File: config.mk
export PLATFORM = sky130hd
export DESIGN_NAME = chtb_len_store
export DESIGN_NICKNAME = d
export VERILOG_FILES = /design/src/canonical_huffman_table_builder_unit_defines.svh /design/src/chtb_pkg.sv /design/src/chtb_len_store.sv
export SDC_FILE = /design/constraint.sdc
export NUM_CORES = 1
export LEC_CHECK = 0
export ABC_AREA = 1
export BUFFER_PORTS_ARGS = -buffer_cell sky130_fd_sc_hd__buf_2
export CORE_MARGIN = 2
export CORE_UTILIZATION = 55
export CTS_CLUSTER_DIAMETER = 30
export DETAILED_ROUTE_END_ITERATION = 6
export PLACE_DENSITY = 0.74
export SKIP_LAST_GASP = 1
export SLEW_MARGIN = 20
export SYNTH_ARGS = -nofsm -noshare
export SYNTH_HDL_FRONTEND = slang
export SYNTH_SLANG_ARGS = --single-unit
File: constraint.sdc
create_clock -name clock -period 2.3 [get_ports clock]
set_input_delay 0.46 -clock clock [delete_from_list [all_inputs] [get_ports clock]]
set_output_delay 0.46 -clock clock [all_outputs]
set_load 0.01 [all_outputs]
File: src/canonical_huffman_table_builder_unit_defines.svh
// Assertion macros for the canonical Huffman table builder.
`ifndef CANONICAL_HUFFMAN_TABLE_BUILDER_UNIT_DEFINES_SVH
`define CANONICAL_HUFFMAN_TABLE_BUILDER_UNIT_DEFINES_SVH

`ifndef SYNTHESIS
// checked outside reset
`define CHTB_ASSERT(name, clk, rst, prop, msg) \
   name: assert property (@(posedge clk) disable iff (rst) prop) \
      else $error(msg);
// checked on every edge, reset included
`define CHTB_ASSERT_ALWAYS(name, clk, prop, msg) \
   name: assert property (@(posedge clk) prop) \
      else $error(msg);
`else
`define CHTB_ASSERT(name, clk, rst, prop, msg)
`define CHTB_ASSERT_ALWAYS(name, clk, prop, msg)
`endif

`endif

File: src/chtb_pkg.sv
package chtb_pkg;

   localparam int TABLE_BITS  = 10;
   localparam int NUM_SYMBOLS = 256;
   localparam int MAX_LEN     = 15;

   localparam int TABLE_SIZE = 1 << TABLE_BITS;
   localparam int SYM_W      = $clog2(NUM_SYMBOLS);
   localparam int LEN_W      = 4;
   localparam int CODE_W     = 16;
   localparam int REV_W      = MAX_LEN;
   localparam int J_W        = MAX_LEN + 2;
   localparam int CNT_W      = $clog2(NUM_SYMBOLS + 1);

   typedef enum logic [1:0] {
      CMD_WRITE = 2'd0,
      CMD_BUILD = 2'd1,
      CMD_READ  = 2'd2,
      CMD_NONE  = 2'd3
   } cmd_type;

   typedef struct packed {
      cmd_type    command;
      logic [7:0] symbol;
      logic [3:0] code_length;
      logic [9:0] table_index;
   } req_type;

   // also the layout of one decode table word
   typedef struct packed {
      logic [7:0] entry_symbol;
      logic [3:0] entry_length;
   } rsp_type;

   typedef struct packed {
      logic             en;
      logic [SYM_W-1:0] addr;
      logic [LEN_W-1:0] data;
   } ls_wr_type;

   typedef struct packed {
      logic             en;
      logic [SYM_W-1:0] addr;
   } ls_rd_type;

   typedef struct packed {
      logic                  en;
      logic [TABLE_BITS-1:0] addr;
      rsp_type               data;
   } tbl_wr_type;

   typedef struct packed {
      logic                  en;
      logic [TABLE_BITS-1:0] addr;
   } tbl_rd_type;

   // reverse the low len bits of code
   function automatic logic [REV_W-1:0] reverse_code(input logic [CODE_W-1:0] code,
                                                      input logic [LEN_W-1:0]  len);
      logic [REV_W-1:0] r;
      logic [LEN_W-1:0] src;
      r   = '0;
      src = '0;
      for (int b = 0; b < REV_W; b++) begin
         if (LEN_W'(b) < len) begin
            src  = len - LEN_W'(b) - LEN_W'(1);
            r[b] = code[src];
         end
      end
      return r;
   endfunction

endpackage

File: src/chtb_len_store.sv
module chtb_len_store (
   input  logic                           clock,
   input  logic                           reset,
   input  chtb_pkg::ls_wr_type            wr,
   input  chtb_pkg::ls_rd_type            rd,
   output logic [chtb_pkg::LEN_W-1:0]     rd_len
);
   import chtb_pkg::*;

   logic [LEN_W-1:0]       mem_ff [NUM_SYMBOLS];
   logic [NUM_SYMBOLS-1:0] vld_ff;
   logic [LEN_W-1:0]       q_ff;
   logic                   q_vld_ff;

   always_ff @(posedge clock) begin
      if (wr.en) begin
         mem_ff[wr.addr] <= wr.data;
      end
      if (rd.en) begin
         q_ff <= mem_ff[rd.addr];
      end
   end

   // never-written entries read as zero
   always_ff @(posedge clock) begin
      if (reset) begin
         vld_ff   <= '0;
         q_vld_ff <= 1'b0;
      end else begin
         if (wr.en) begin
            vld_ff[wr.addr] <= 1'b1;
         end
         if (rd.en) begin
            q_vld_ff <= vld_ff[rd.addr];
         end
      end
   end

   assign rd_len = q_vld_ff ? q_ff : '0;

endmodule

==> flow_summary.yaml <==
sta:
  finalClockSkew_ns: 0.0466
  timing.fmax_mhz: 469
  final_max_slew_viol_count: 0
  post-route-min-period_ns: 2.13
  final-hold-violation-count: 0
  count_of_endpoints_failing_setup_in_the_final_report: 0
  finalCritPeriodShare_pct: 92.7
  transition_time_at_the_pin_with_the_least_slew_margin_ns: 0.762
  setup_repair_after_global_routing_missed_its_margin: "no"
  max-slew-margin-rel_pct: 49.2
  tns_ns: 0
synth:
  ys_top_cells_by_count: "sky130_fd_sc_hd__nor2_1 (1,319), sky130_fd_sc_hd__edfxtp_1 (1,028), sky130_fd_sc_hd__nand2_1 (604)"
  ys.flop_type: "sky130_fd_sc_hd__edfxtp_1"
  synth_largest_area_cell: "sky130_fd_sc_hd__edfxtp_1"
  postSynthNetCount: 4900
  netlist_area_sq_um: 51700
  yosysMostFrequentCell: "sky130_fd_sc_hd__nor2_1"
  proportion_of_synthesized_flip_flops_having_asynchronous_set_or_reset_pct: 0
  yosys-top-cells-area: "sky130_fd_sc_hd__edfxtp_1 (60%), sky130_fd_sc_hd__dfxtp_1 (10%), sky130_fd_sc_hd__nor2_1 (9.6%)"
  synthDominantCellAreaShare_pct: 59.7
  sequential_element_share_of_the_synthesized_area_pct: 69.7
  yosys_warnings: 0
  number_of_enable_type_register_cells_in_the_synthesized_netlist: 1028
  synthesis.instances: 4876
  count_of_cell_types_in_the_netlist: 20
  synth.ff_latch_count: 1285
  synth_area_per_cell_sq_um: 10.6
route:
  wl_per_cell_microns: 22.8
  drt-pass1-iter-count: 6
  ant_nets: 0
  route.vias.total: 39658
  vias_per_cell: 6.10
  route.final.wire_length_mm: 148
  post-route-drc-count: 0
  dr.first_iter.drc_count: 6071
clock_network:
  hold_buffers: 0
  cts_sinks: 1285
  setup_repair_bufs_after_cts: 0
  clk-insertion-delay-late_ns: 0.80
  tritoncts: "done"
  ctsLongestPathBuffers: 3
  clkSlewWorstSetupHoldPaths_ns: 0.06
  cts_h_tree_depth: 4
  total_clock_buffers_created_by_cts: 193
  ctsRootBufferMaster: "sky130_fd_sc_hd__clkbuf_16"
  postCtsResizedCells: 0
pwr:
  vdd_ir_drop_max_uv: 750
  pnr_total_power_mw: 59.2
  switching_share_pct: 23.3
  portion_of_total_power_attributed_to_combinational_logic_pct: 5.6
  clock_power_share_pct: 51.9
  p_int_mw: 45.4
  power_density_nw_per_um2: 947
  leakagePower_nw: 21.8
  p_seq_share_pct: 42.5
  power.switching_mw: 13.8
grt:
  antenna_found_initial: 2
  grt_overflow: 0
  grt_pass1_wl_mm: 226
  via_count_of_the_first_global_routing_pass: 39017
  pin_count_of_the_biggest_net_entering_global_routing: 73
  grtUsageTotal_pct: 30.3
setup_path:
  worst-endpoint-arrival_ns: 1.67
  timing.reg2reg.worst_path_depth: 10
  end_kind: "output port"
  crit_type: "flop to output port"
  crit_path_max_fanout: 1
  worst_ep_required_time_ns: 1.84
  critical_path.startpoint_type: "flop"
die:
  die_height_microns: 311
  io-pin-count: 28
  die_area_sq_um: 96400
  placement_rows: 112
  floorplan.initialDensity_pct: 55.4
  die_width_microns: 311
  core_region_area_sq_um: 93200
finish:
  share_of_cells_above_drive_strength_1_pct: 13.1
  stdcell_count: 6497
  final_net_count: 5093
  final_util_pct: 67.0
  syn_to_final_growth_pct: 20.9
  nFillCells: 6486
place:
  numPortBuffers: 27
  numPlacedInstances: 6128
  place_congestion: 0.889
  detailed_place_hpwl_mm: 87.0
flow_run:
  max_cap_violations: 0
status:
  result_of_the_run: "completed"
hold_path:
  worst_hold_path_type: "primary input to flop"
  hold_depth: 2
-- cell families after synthesis --
kind of cell | Yosys count | synth area share, %
flip-flops | 1285 | 69.7
AO/OA/AOI/OAI | 769 | 8.11
AND/OR/NAND/NOR | 2401 | 18.6
buffers and inverters | 421 | 3.59
-- critical path: stages (launching register included) --
cell and delay, ns:
sky130_fd_sc_hd__edfxtp_1 0.44, sky130_fd_sc_hd__nand2_1 0.22, sky130_fd_sc_hd__inv_1 0.07, sky130_fd_sc_hd__buf_2 0.14
-- per-stage QoR --
stage | cell area (sq um) | hold slack [ns] | worst slack [ns]
2_1_floorplan | 51700 | 0.440 | 0.375
3_3_place_gp | 55500 | 0.448 | -0.424
3_5_place_dp | 55500 | 0.457 | -0.486
4_1_cts | 62500 | 0.0330 | 0.188
5_1_grt | 62500 | 0.0616 | 0.126
6_report | 62500 | 0.0576 | 0.168
-- sequential cells by signal (all words and copies together), names as in the netlist --
register / count
mem_ff: 1024
vld_ff: 256
q_ff: 4
q_vld_ff: 1
-- metal layers --
metal  GRT usage (%)  share of wire, %  vias up
li1                -                 -    17431
met4            13.8               4.3        4
met2            48.3                47     2652
met5               0             0.015        -
met3            7.23                12      439
met1            39.6                37    19132
-- path summary, 6_finish.rpt --
| kind | startpoint | end | slack, ns |
|---|---|---|---|
| worst min-delay path | reset | vld_ff[105] | 0.06 |
| worst min register to register | vld_ff[213] | vld_ff[213] | 0.46 |
| worst max-delay path | q_ff[0] | rd_len[0] | 0.17 |
| worst max register to register | mem_ff[13][1] | q_ff[1] | 0.34 |
-- final cells by class --
class / instances / area, sq um / share of cell area [%]
Antenna cell: 2 / 5.00 / 0.00801
Clock buffer: 228 / 5080 / 8.14
Tap cell: 1254 / 1570 / 2.51
Inverter: 82 / 329 / 0.527
Sequential cell: 1285 / 36000 / 57.6
Timing Repair Buffer: 337 / 3800 / 6.08
Multi-Input combinational cell: 3170 / 13800 / 22.1
Clock inverter: 139 / 1880 / 3.00
-- layout by cell type (no fill, tap or decap), drive strengths merged --
master	instances
edfxtp	1028
clkinvlp	25
buf	333
diode	2
nor3	3
a21oi	4
o21ba	5
inv	107
clkinv	62
dfxtp	257
bufinv	27
nor2	1319
nand2	604
nand3	475
clkbuf	232
o21ai	508
o22ai	252
-- power by group through the flow --
stage | logic, mW | registers (mW) | clock network [mW]
after global placement | 3.12 | 25.6 | 0
after CTS | 3.21 | 25.2 | 30.8
after global routing | 3.50 | 25.2 | 31.8
after detailed placement | 3.17 | 25.6 | 0
after floorplan | 1.64 | 25.6 | 0
final | 3.30 | 25.2 | 30.7
Note: power is estimated with default switching activity, not from simulation.
