$ cat src/canonical_huffman_table_builder_unit_defines.svh
// Assertion macros for the canonical Huffman table builder.
`ifndef CANONICAL_HUFFMAN_TABLE_BUILDER_UNIT_DEFINES_SVH
`define CANONICAL_HUFFMAN_TABLE_BUILDER_UNIT_DEFINES_SVH

`ifndef SYNTHESIS
// checked outside reset
`define CHTB_ASSERT(name, clk, rst, prop, msg) \
   name: assert property (@(posedge clk) disable iff (rst) prop) \
      else $error(msg);
// checked on every edge, reset included
`define CHTB_ASSERT_ALWAYS(name, clk, prop, msg) \
   name: assert property (@(posedge clk) prop) \
      else $error(msg);
`else
`define CHTB_ASSERT(name, clk, rst, prop, msg)
`define CHTB_ASSERT_ALWAYS(name, clk, prop, msg)
`endif

`endif

$ cat src/chtb_pkg.sv
package chtb_pkg;

   localparam int TABLE_BITS  = 10;
   localparam int NUM_SYMBOLS = 256;
   localparam int MAX_LEN     = 15;

   localparam int TABLE_SIZE = 1 << TABLE_BITS;
   localparam int SYM_W      = $clog2(NUM_SYMBOLS);
   localparam int LEN_W      = 4;
   localparam int CODE_W     = 16;
   localparam int REV_W      = MAX_LEN;
   localparam int J_W        = MAX_LEN + 2;
   localparam int CNT_W      = $clog2(NUM_SYMBOLS + 1);

   typedef enum logic [1:0] {
      CMD_WRITE = 2'd0,
      CMD_BUILD = 2'd1,
      CMD_READ  = 2'd2,
      CMD_NONE  = 2'd3
   } cmd_type;

   typedef struct packed {
      cmd_type    command;
      logic [7:0] symbol;
      logic [3:0] code_length;
      logic [9:0] table_index;
   } req_type;

   // also the layout of one decode table word
   typedef struct packed {
      logic [7:0] entry_symbol;
      logic [3:0] entry_length;
   } rsp_type;

   typedef struct packed {
      logic             en;
      logic [SYM_W-1:0] addr;
      logic [LEN_W-1:0] data;
   } ls_wr_type;

   typedef struct packed {
      logic             en;
      logic [SYM_W-1:0] addr;
   } ls_rd_type;

   typedef struct packed {
      logic                  en;
      logic [TABLE_BITS-1:0] addr;
      rsp_type               data;
   } tbl_wr_type;

   typedef struct packed {
      logic                  en;
      logic [TABLE_BITS-1:0] addr;
   } tbl_rd_type;

   // reverse the low len bits of code
   function automatic logic [REV_W-1:0] reverse_code(input logic [CODE_W-1:0] code,
                                                      input logic [LEN_W-1:0]  len);
      logic [REV_W-1:0] r;
      logic [LEN_W-1:0] src;
      r   = '0;
      src = '0;
      for (int b = 0; b < REV_W; b++) begin
         if (LEN_W'(b) < len) begin
            src  = len - LEN_W'(b) - LEN_W'(1);
            r[b] = code[src];
         end
      end
      return r;
   endfunction

endpackage

$ cat src/chtb_build_ctrl.sv
module chtb_build_ctrl (
   input  logic                        clock,
   input  logic                        reset,
   input  logic                        start,
   output logic                        busy,
   output chtb_pkg::ls_rd_type         ls_rd,
   input  logic [chtb_pkg::LEN_W-1:0]  ls_len,
   output chtb_pkg::tbl_wr_type        tbl_wr
);
   import chtb_pkg::*;

   typedef enum logic [6:0] {
      B_IDLE     = 7'b0000001,
      B_COUNT    = 7'b0000010,
      B_FIRST    = 7'b0000100,
      B_CLEAR    = 7'b0001000,
      B_FILL_RD  = 7'b0010000,
      B_FILL_LEN = 7'b0100000,
      B_FILL_WR  = 7'b1000000
   } bld_state_type;

   localparam logic [SYM_W-1:0] SYM_LAST = SYM_W'(NUM_SYMBOLS - 1);

   bld_state_type         state_ff, state_in;
   logic [SYM_W-1:0]      sym_ff;
   logic                  cnt_pend_ff;
   logic [CNT_W-1:0]      cnt_ff [0:MAX_LEN];
   logic [LEN_W-1:0]      k_ff;
   logic [CODE_W-1:0]     code_ff;
   logic [CODE_W-1:0]     next_ff [0:MAX_LEN];
   logic [TABLE_BITS-1:0] clr_ff;
   logic [J_W-1:0]        j_ff;
   logic [LEN_W-1:0]      len_ff;

   logic [CODE_W-1:0]     code_first;
   logic [REV_W-1:0]      fill_rev;
   logic                  rev_fits;
   logic [J_W-1:0]        j_next;
   logic                  wr_last;

   assign code_first = (code_ff + CODE_W'(cnt_ff[k_ff - LEN_W'(1)])) << 1;
   assign fill_rev   = reverse_code(next_ff[ls_len], ls_len);
   assign rev_fits   = {1'b0, fill_rev} < (REV_W + 1)'(TABLE_SIZE);
   assign j_next     = j_ff + (J_W'(1) << len_ff);
   assign wr_last    = j_next >= J_W'(TABLE_SIZE);
   assign busy       = (state_ff != B_IDLE);

   always_comb begin
      state_in = state_ff;
      ls_rd    = '0;
      tbl_wr   = '0;
      unique case (state_ff)
         B_IDLE: begin
            if (start) begin
               state_in = B_COUNT;
            end
         end
         B_COUNT: begin
            ls_rd.en   = 1'b1;
            ls_rd.addr = sym_ff;
            if (sym_ff == SYM_LAST) begin
               state_in = B_FIRST;
            end
         end
         B_FIRST: begin
            if (k_ff == LEN_W'(MAX_LEN)) begin
               state_in = B_CLEAR;
            end
         end
         B_CLEAR: begin
            tbl_wr.en   = 1'b1;
            tbl_wr.addr = clr_ff;
            if (clr_ff == '1) begin
               state_in = B_FILL_RD;
            end
         end
         B_FILL_RD: begin
            ls_rd.en   = 1'b1;
            ls_rd.addr = sym_ff;
            state_in   = B_FILL_LEN;
         end
         B_FILL_LEN: begin
            if (ls_len != '0 && rev_fits) begin
               state_in = B_FILL_WR;
            end else if (sym_ff == SYM_LAST) begin
               state_in = B_IDLE;
            end else begin
               state_in = B_FILL_RD;
            end
         end
         B_FILL_WR: begin
            tbl_wr.en                = 1'b1;
            tbl_wr.addr              = j_ff[TABLE_BITS-1:0];
            tbl_wr.data.entry_symbol = 8'(sym_ff);
            tbl_wr.data.entry_length = len_ff;
            if (wr_last) begin
               state_in = (sym_ff == SYM_LAST) ? B_IDLE : B_FILL_RD;
            end
         end
         default: begin
            state_in = B_IDLE;
         end
      endcase
   end

   always_ff @(posedge clock) begin
      if (reset) begin
         state_ff    <= B_IDLE;
         cnt_pend_ff <= 1'b0;
      end else begin
         state_ff    <= state_in;
         cnt_pend_ff <= (state_ff == B_COUNT);
      end
   end

   always_ff @(posedge clock) begin
      if (state_ff == B_IDLE) begin
         sym_ff <= '0;
      end else if (state_ff == B_COUNT) begin
         sym_ff <= (sym_ff == SYM_LAST) ? '0 : sym_ff + SYM_W'(1);
      end else if (state_in == B_FILL_RD && state_ff != B_CLEAR) begin
         sym_ff <= sym_ff + SYM_W'(1);
      end

      if (state_ff == B_IDLE) begin
         k_ff    <= LEN_W'(1);
         code_ff <= '0;
      end else if (state_ff == B_FIRST) begin
         k_ff    <= k_ff + LEN_W'(1);
         code_ff <= code_first;
      end

      if (state_ff == B_IDLE) begin
         clr_ff <= '0;
      end else if (state_ff == B_CLEAR) begin
         clr_ff <= clr_ff + TABLE_BITS'(1);
      end

      if (state_ff == B_FILL_LEN) begin
         j_ff   <= J_W'(fill_rev);
         len_ff <= ls_len;
      end else if (state_ff == B_FILL_WR) begin
         j_ff <= j_next;
      end
   end

   // length reads are registered, so the last count lands during
   // the first B_FIRST cycle, which only reads the always-zero length 0 slot
   always_ff @(posedge clock) begin
      if (state_ff == B_IDLE) begin
         for (int i = 0; i <= MAX_LEN; i++) begin
            cnt_ff[i] <= '0;
         end
      end else if (cnt_pend_ff && ls_len != '0) begin
         cnt_ff[ls_len] <= cnt_ff[ls_len] + CNT_W'(1);
      end
   end

   always_ff @(posedge clock) begin
      if (state_ff == B_FIRST) begin
         next_ff[k_ff] <= code_first;
      end else if (state_ff == B_FILL_LEN && ls_len != '0) begin
         next_ff[ls_len] <= next_ff[ls_len] + CODE_W'(1);
      end
   end

endmodule

$ cat config.mk
export PLATFORM = sky130hd
export DESIGN_NAME = chtb_build_ctrl
export DESIGN_NICKNAME = d
export VERILOG_FILES = /design/src/canonical_huffman_table_builder_unit_defines.svh /design/src/chtb_pkg.sv /design/src/chtb_build_ctrl.sv
export SDC_FILE = /design/constraint.sdc
export NUM_CORES = 1
export LEC_CHECK = 0
export ABC_AREA = 1
export BUFFER_PORTS_ARGS = -buffer_cell sky130_fd_sc_hd__clkbuf_2
export CORE_ASPECT_RATIO = 2
export CORE_MARGIN = 2
export CORE_UTILIZATION = 45
export CTS_CLUSTER_SIZE = 16
export DETAILED_ROUTE_END_ITERATION = 8
export PLACE_DENSITY_LB_ADDON = 0.3
export SYNTH_ARGS = -nofsm -noshare
export SYNTH_HDL_FRONTEND = slang
export SYNTH_SLANG_ARGS = --single-unit
export TNS_END_PERCENT = 5
$ cat constraint.sdc
create_clock -name clock -period 6.5 [get_ports clock]
set_input_delay 0.325 -clock clock [delete_from_list [all_inputs] [get_ports clock]]
set_output_delay 0.325 -clock clock [all_outputs]
set_load 0.1 [all_outputs]
==> results.json <==
{
  "core_mm2": 0.05420,
  "hold_path_startpoint": "start",
  "synth_edf_count": 419,
  "grt_max_degree": 118,
  "wire_per_inst_um": 21.82,
  "syn_inst": 2723,
  "grt_overflow": 0,
  "drc": 0,
  "rr_startpoint": "k_ff[0]",
  "numCtsBuffers": 42,
  "track_usage_pct": 26.27,
  "cp_max_fo": 22,
  "nNetsFinal": 2768,
  "fin_ws_ps": 901.4,
  "fin_setup_tns_ps": 0,
  "r2r_cells": 19,
  "hold_end": "state_ff[1]",
  "die_area_mm2": 0.05663,
  "yosysWarnings": 0,
  "post-route-util_pct": 49.43,
  "clock-skew-final_ps": 30.11,
  "cts_setup_buffers": 0,
  "rsz0062_at_grt": "false",
  "num_io_pins": 40,
  "die_w_um": 169.3,
  "die_y_um": 334.5,
  "synth_area_leaders": "edfxtp_1, nand2_1, nor2_1, nand3_1, o21ai_0",
  "min_path_cells": 3,
  "grt_pass1_vias": 19328,
  "path_clk_slew_ps": 70,
  "yosys.area.top_type": "edfxtp_1",
  "synth_area_mm2": 0.02458,
  "p_leak_nw": 10.55,
  "powerDensity_mw_per_mm2": 258.8,
  "drt-pass1-iter-count": 6,
  "gp_congestion": 0.9525,
  "vdd_drop_max_mv": 0.2610,
  "min_period_over_period_pct": 86.13,
  "hp-class": "in -> reg",
  "critPathCaptureType": "flop",
  "ant_nets": 0,
  "io_buffers": 39,
  "timing.fmax_mhz": 178.6,
  "cp_data_required_time_ps": 6740,
  "yosysTopAreaCellShare_pct": 51.18,
  "start_util_pct": 45.36,
  "cts_tree": "done",
  "outcome": "finished, final reports clean",
  "max-cap-violations": 0,
  "start_kind": "flop",
  "pre_cts_slack_ps": 990.0,
  "viasPerCell": 5.711,
  "routed_wl_um": 74730,
  "worstSetupPathType": "reg -> reg",
  "period_needed_ps": 5599,
  "avgSynthCellArea_um2": 9.028,
  "synth.distinct_cells": 57,
  "area_growth_pct": 8.978,
  "critPathArrivalTime_ps": 5840,
  "cts_buffer_depth": 3,
  "async_reset_ff_share_pct": 0,
  "cts-resized-gates": 0,
  "antenna_found_initial": 0,
  "max_slew_margin_pct": 10.47,
  "setup_viol": 0,
  "clockRootBuffer": "clkbuf_16",
  "reg2reg_slack_ps": 900,
  "clock_sinks": 465,
  "layout-drive-gt1-share_pct": 8.297,
  "ys_seq_elements": 465,
  "num_vias": 19553,
  "hold_viol_final": 0,
  "diodes": 0,
  "clk_latency_ps": 590,
  "finalMaxSlewViolations": 0,
  "rows": 121,
  "drt_iter0_drc": 1558,
  "htreeDepth": 2,
  "grt_pass1_wl_um": 112300,
  "worstMarginPinSlew_ps": 1333,
  "place_hpwl_um": 51200,
  "ys.flop_type": "edfxtp_1",
  "rr_endpoint": "next_ff[1][15]",
  "seq_area_frac_synth_pct": 54.93
}
cells in the mapped netlist (5+ instances only):
| master | instances |
|---|---|
| nand2_1 | 519 |
| edfxtp_1 | 419 |
| nor2_1 | 373 |
| nand3_1 | 263 |
| inv_1 | 244 |
| o21ai_0 | 213 |
| a21oi_1 | 158 |
| buf_2 | 56 |
| clkbuf_1 | 55 |
| dfxtp_1 | 46 |
| ha_1 | 45 |
| o21ai_1 | 36 |
| xor2_1 | 35 |
| o211ai_1 | 34 |
| buf_6 | 23 |
| a211oi_1 | 18 |
| o311ai_0 | 16 |
| nand4_1 | 14 |
| nand2_2 | 13 |
| o221ai_1 | 13 |
| xnor2_1 | 12 |
| nor3_1 | 10 |
| a31oi_1 | 9 |
| buf_1 | 8 |
| buf_4 | 8 |
| nor4_1 | 7 |
| o22ai_1 | 6 |
| inv_2 | 5 |
per-stage QoR:
step                power, W  hold WS (ps)  instance area [um2]  cells
floorplan           0.004043         394.1                24610   2731
global placement    0.004313         465.0                25300   3344
detailed placement  0.004326         474.3                25300   3344
CTS                 0.006971         30.92                26780   3423
global route        0.007160         40.71                26790   3424
finish              0.006934         59.76                26790   3424
worst max-delay path, cell delays in order (launching register included):
cell	delay, ps
dfxtp_4	360
inv_1	70
buf_4	300
nand3_1	140
xor2_1	730
inv_1	350
o311ai_0	330
nand2_1	110
inv_1	140
ha_1	160
a21o_1	100
a21oi_1	100
o21ai_0	290
a21oi_1	120
o21ai_0	350
a21oi_1	160
nor4_1	370
nand3_1	170
xor2_1	180
o21ai_1	710
cell type report:
| type | instances | area (um2) |
|---|---|---|
| clock inverters | 28 | 357.8 |
| flip-flops and latches | 465 | 13510 |
| inverters | 255 | 962.2 |
| fillers | 5001 | 27410 |
| repair buffers | 90 | 629.4 |
| multi-input cells | 1860 | 9375 |
| clock buffers | 50 | 1112 |
| well taps | 676 | 845.8 |
cell usage in the layout, fill, tap and decap left out, types with 37 or more instances in the layout:
cell type	synthesis	final
a21oi_1	158	158
dfxtp_1	46	45
nand3_1	263	263
buf_4	8	48
o21ai_0	213	213
inv_1	244	244
clkbuf_16	0	43
nor2_1	373	357
nand2_1	519	519
ha_1	45	45
clkbuf_2	1	37
edfxtp_1	419	419
cells by family after synthesis:
family / count (synthesis) / share of synthesized area (%)
flops: 465 / 54.93
mux: 4 / 0.1629
xor+xnor: 51 / 1.939
other cells: 1 / 0.01525
simple gates: 1224 / 21.11
buf+inv: 406 / 7.334
fa+ha+maj: 47 / 2.453
compound gates: 525 / 12.05
layer usage:
layer	wire length, um	global-route usage, %	part of all wire [%]	vias to the layer above
li1	-	-	-	9272
met1	25640	27.63	34	9268
met2	39280	48.22	53	744
met3	3698	2.715	4.9	269
met4	6109	18.80	8.2	0
met5	0	0	0	-
report_power, final:
part | internal [W] | switching (W) | leakage (nW)
sequential | 0.00340 | 0.0000660 | 4.43
combinational | 0.000198 | 0.000606 | 5.42
clock | 0.00152 | 0.00115 | 0.709
total | 0.00511 | 0.00182 | 10.6
how the worst max path moves through the flow:
| stage | startpoint | endpoint | slack, ps | depth (start not counted) |
|---|---|---|---|---|
| after floorplan | k_ff[0] | next_ff[0][15] | 1710 | 25 |
| after global placement | k_ff[0] | next_ff[6][15] | 1060 | 19 |
| after detailed placement | k_ff[0] | next_ff[4][15] | 990 | 19 |
| after CTS | k_ff[0] | next_ff[15][15] | 940 | 19 |
| after global routing | k_ff[0] | next_ff[1][15] | 500 | 19 |
| final | k_ff[0] | next_ff[1][15] | 900 | 19 |
what timing repair did:
item | in CTS | in global routing
setup endpoints to repair | 0 | 0
hold buffers | 1 | 0
hold endpoints to repair | 3 | 0
flip-flops by register name, summed over array words and instances (netlist names):
| name | flops |
|---|---|
| next_ff | 256 |
| cnt_pend_ff | 1 |
| sym_ff | 8 |
| state_ff | 7 |
| code_ff | 14 |
| cnt_ff | 144 |
| j_ff | 17 |
| k_ff | 4 |
| len_ff | 4 |
| clr_ff | 10 |
(Power assumes the default switching activity.)
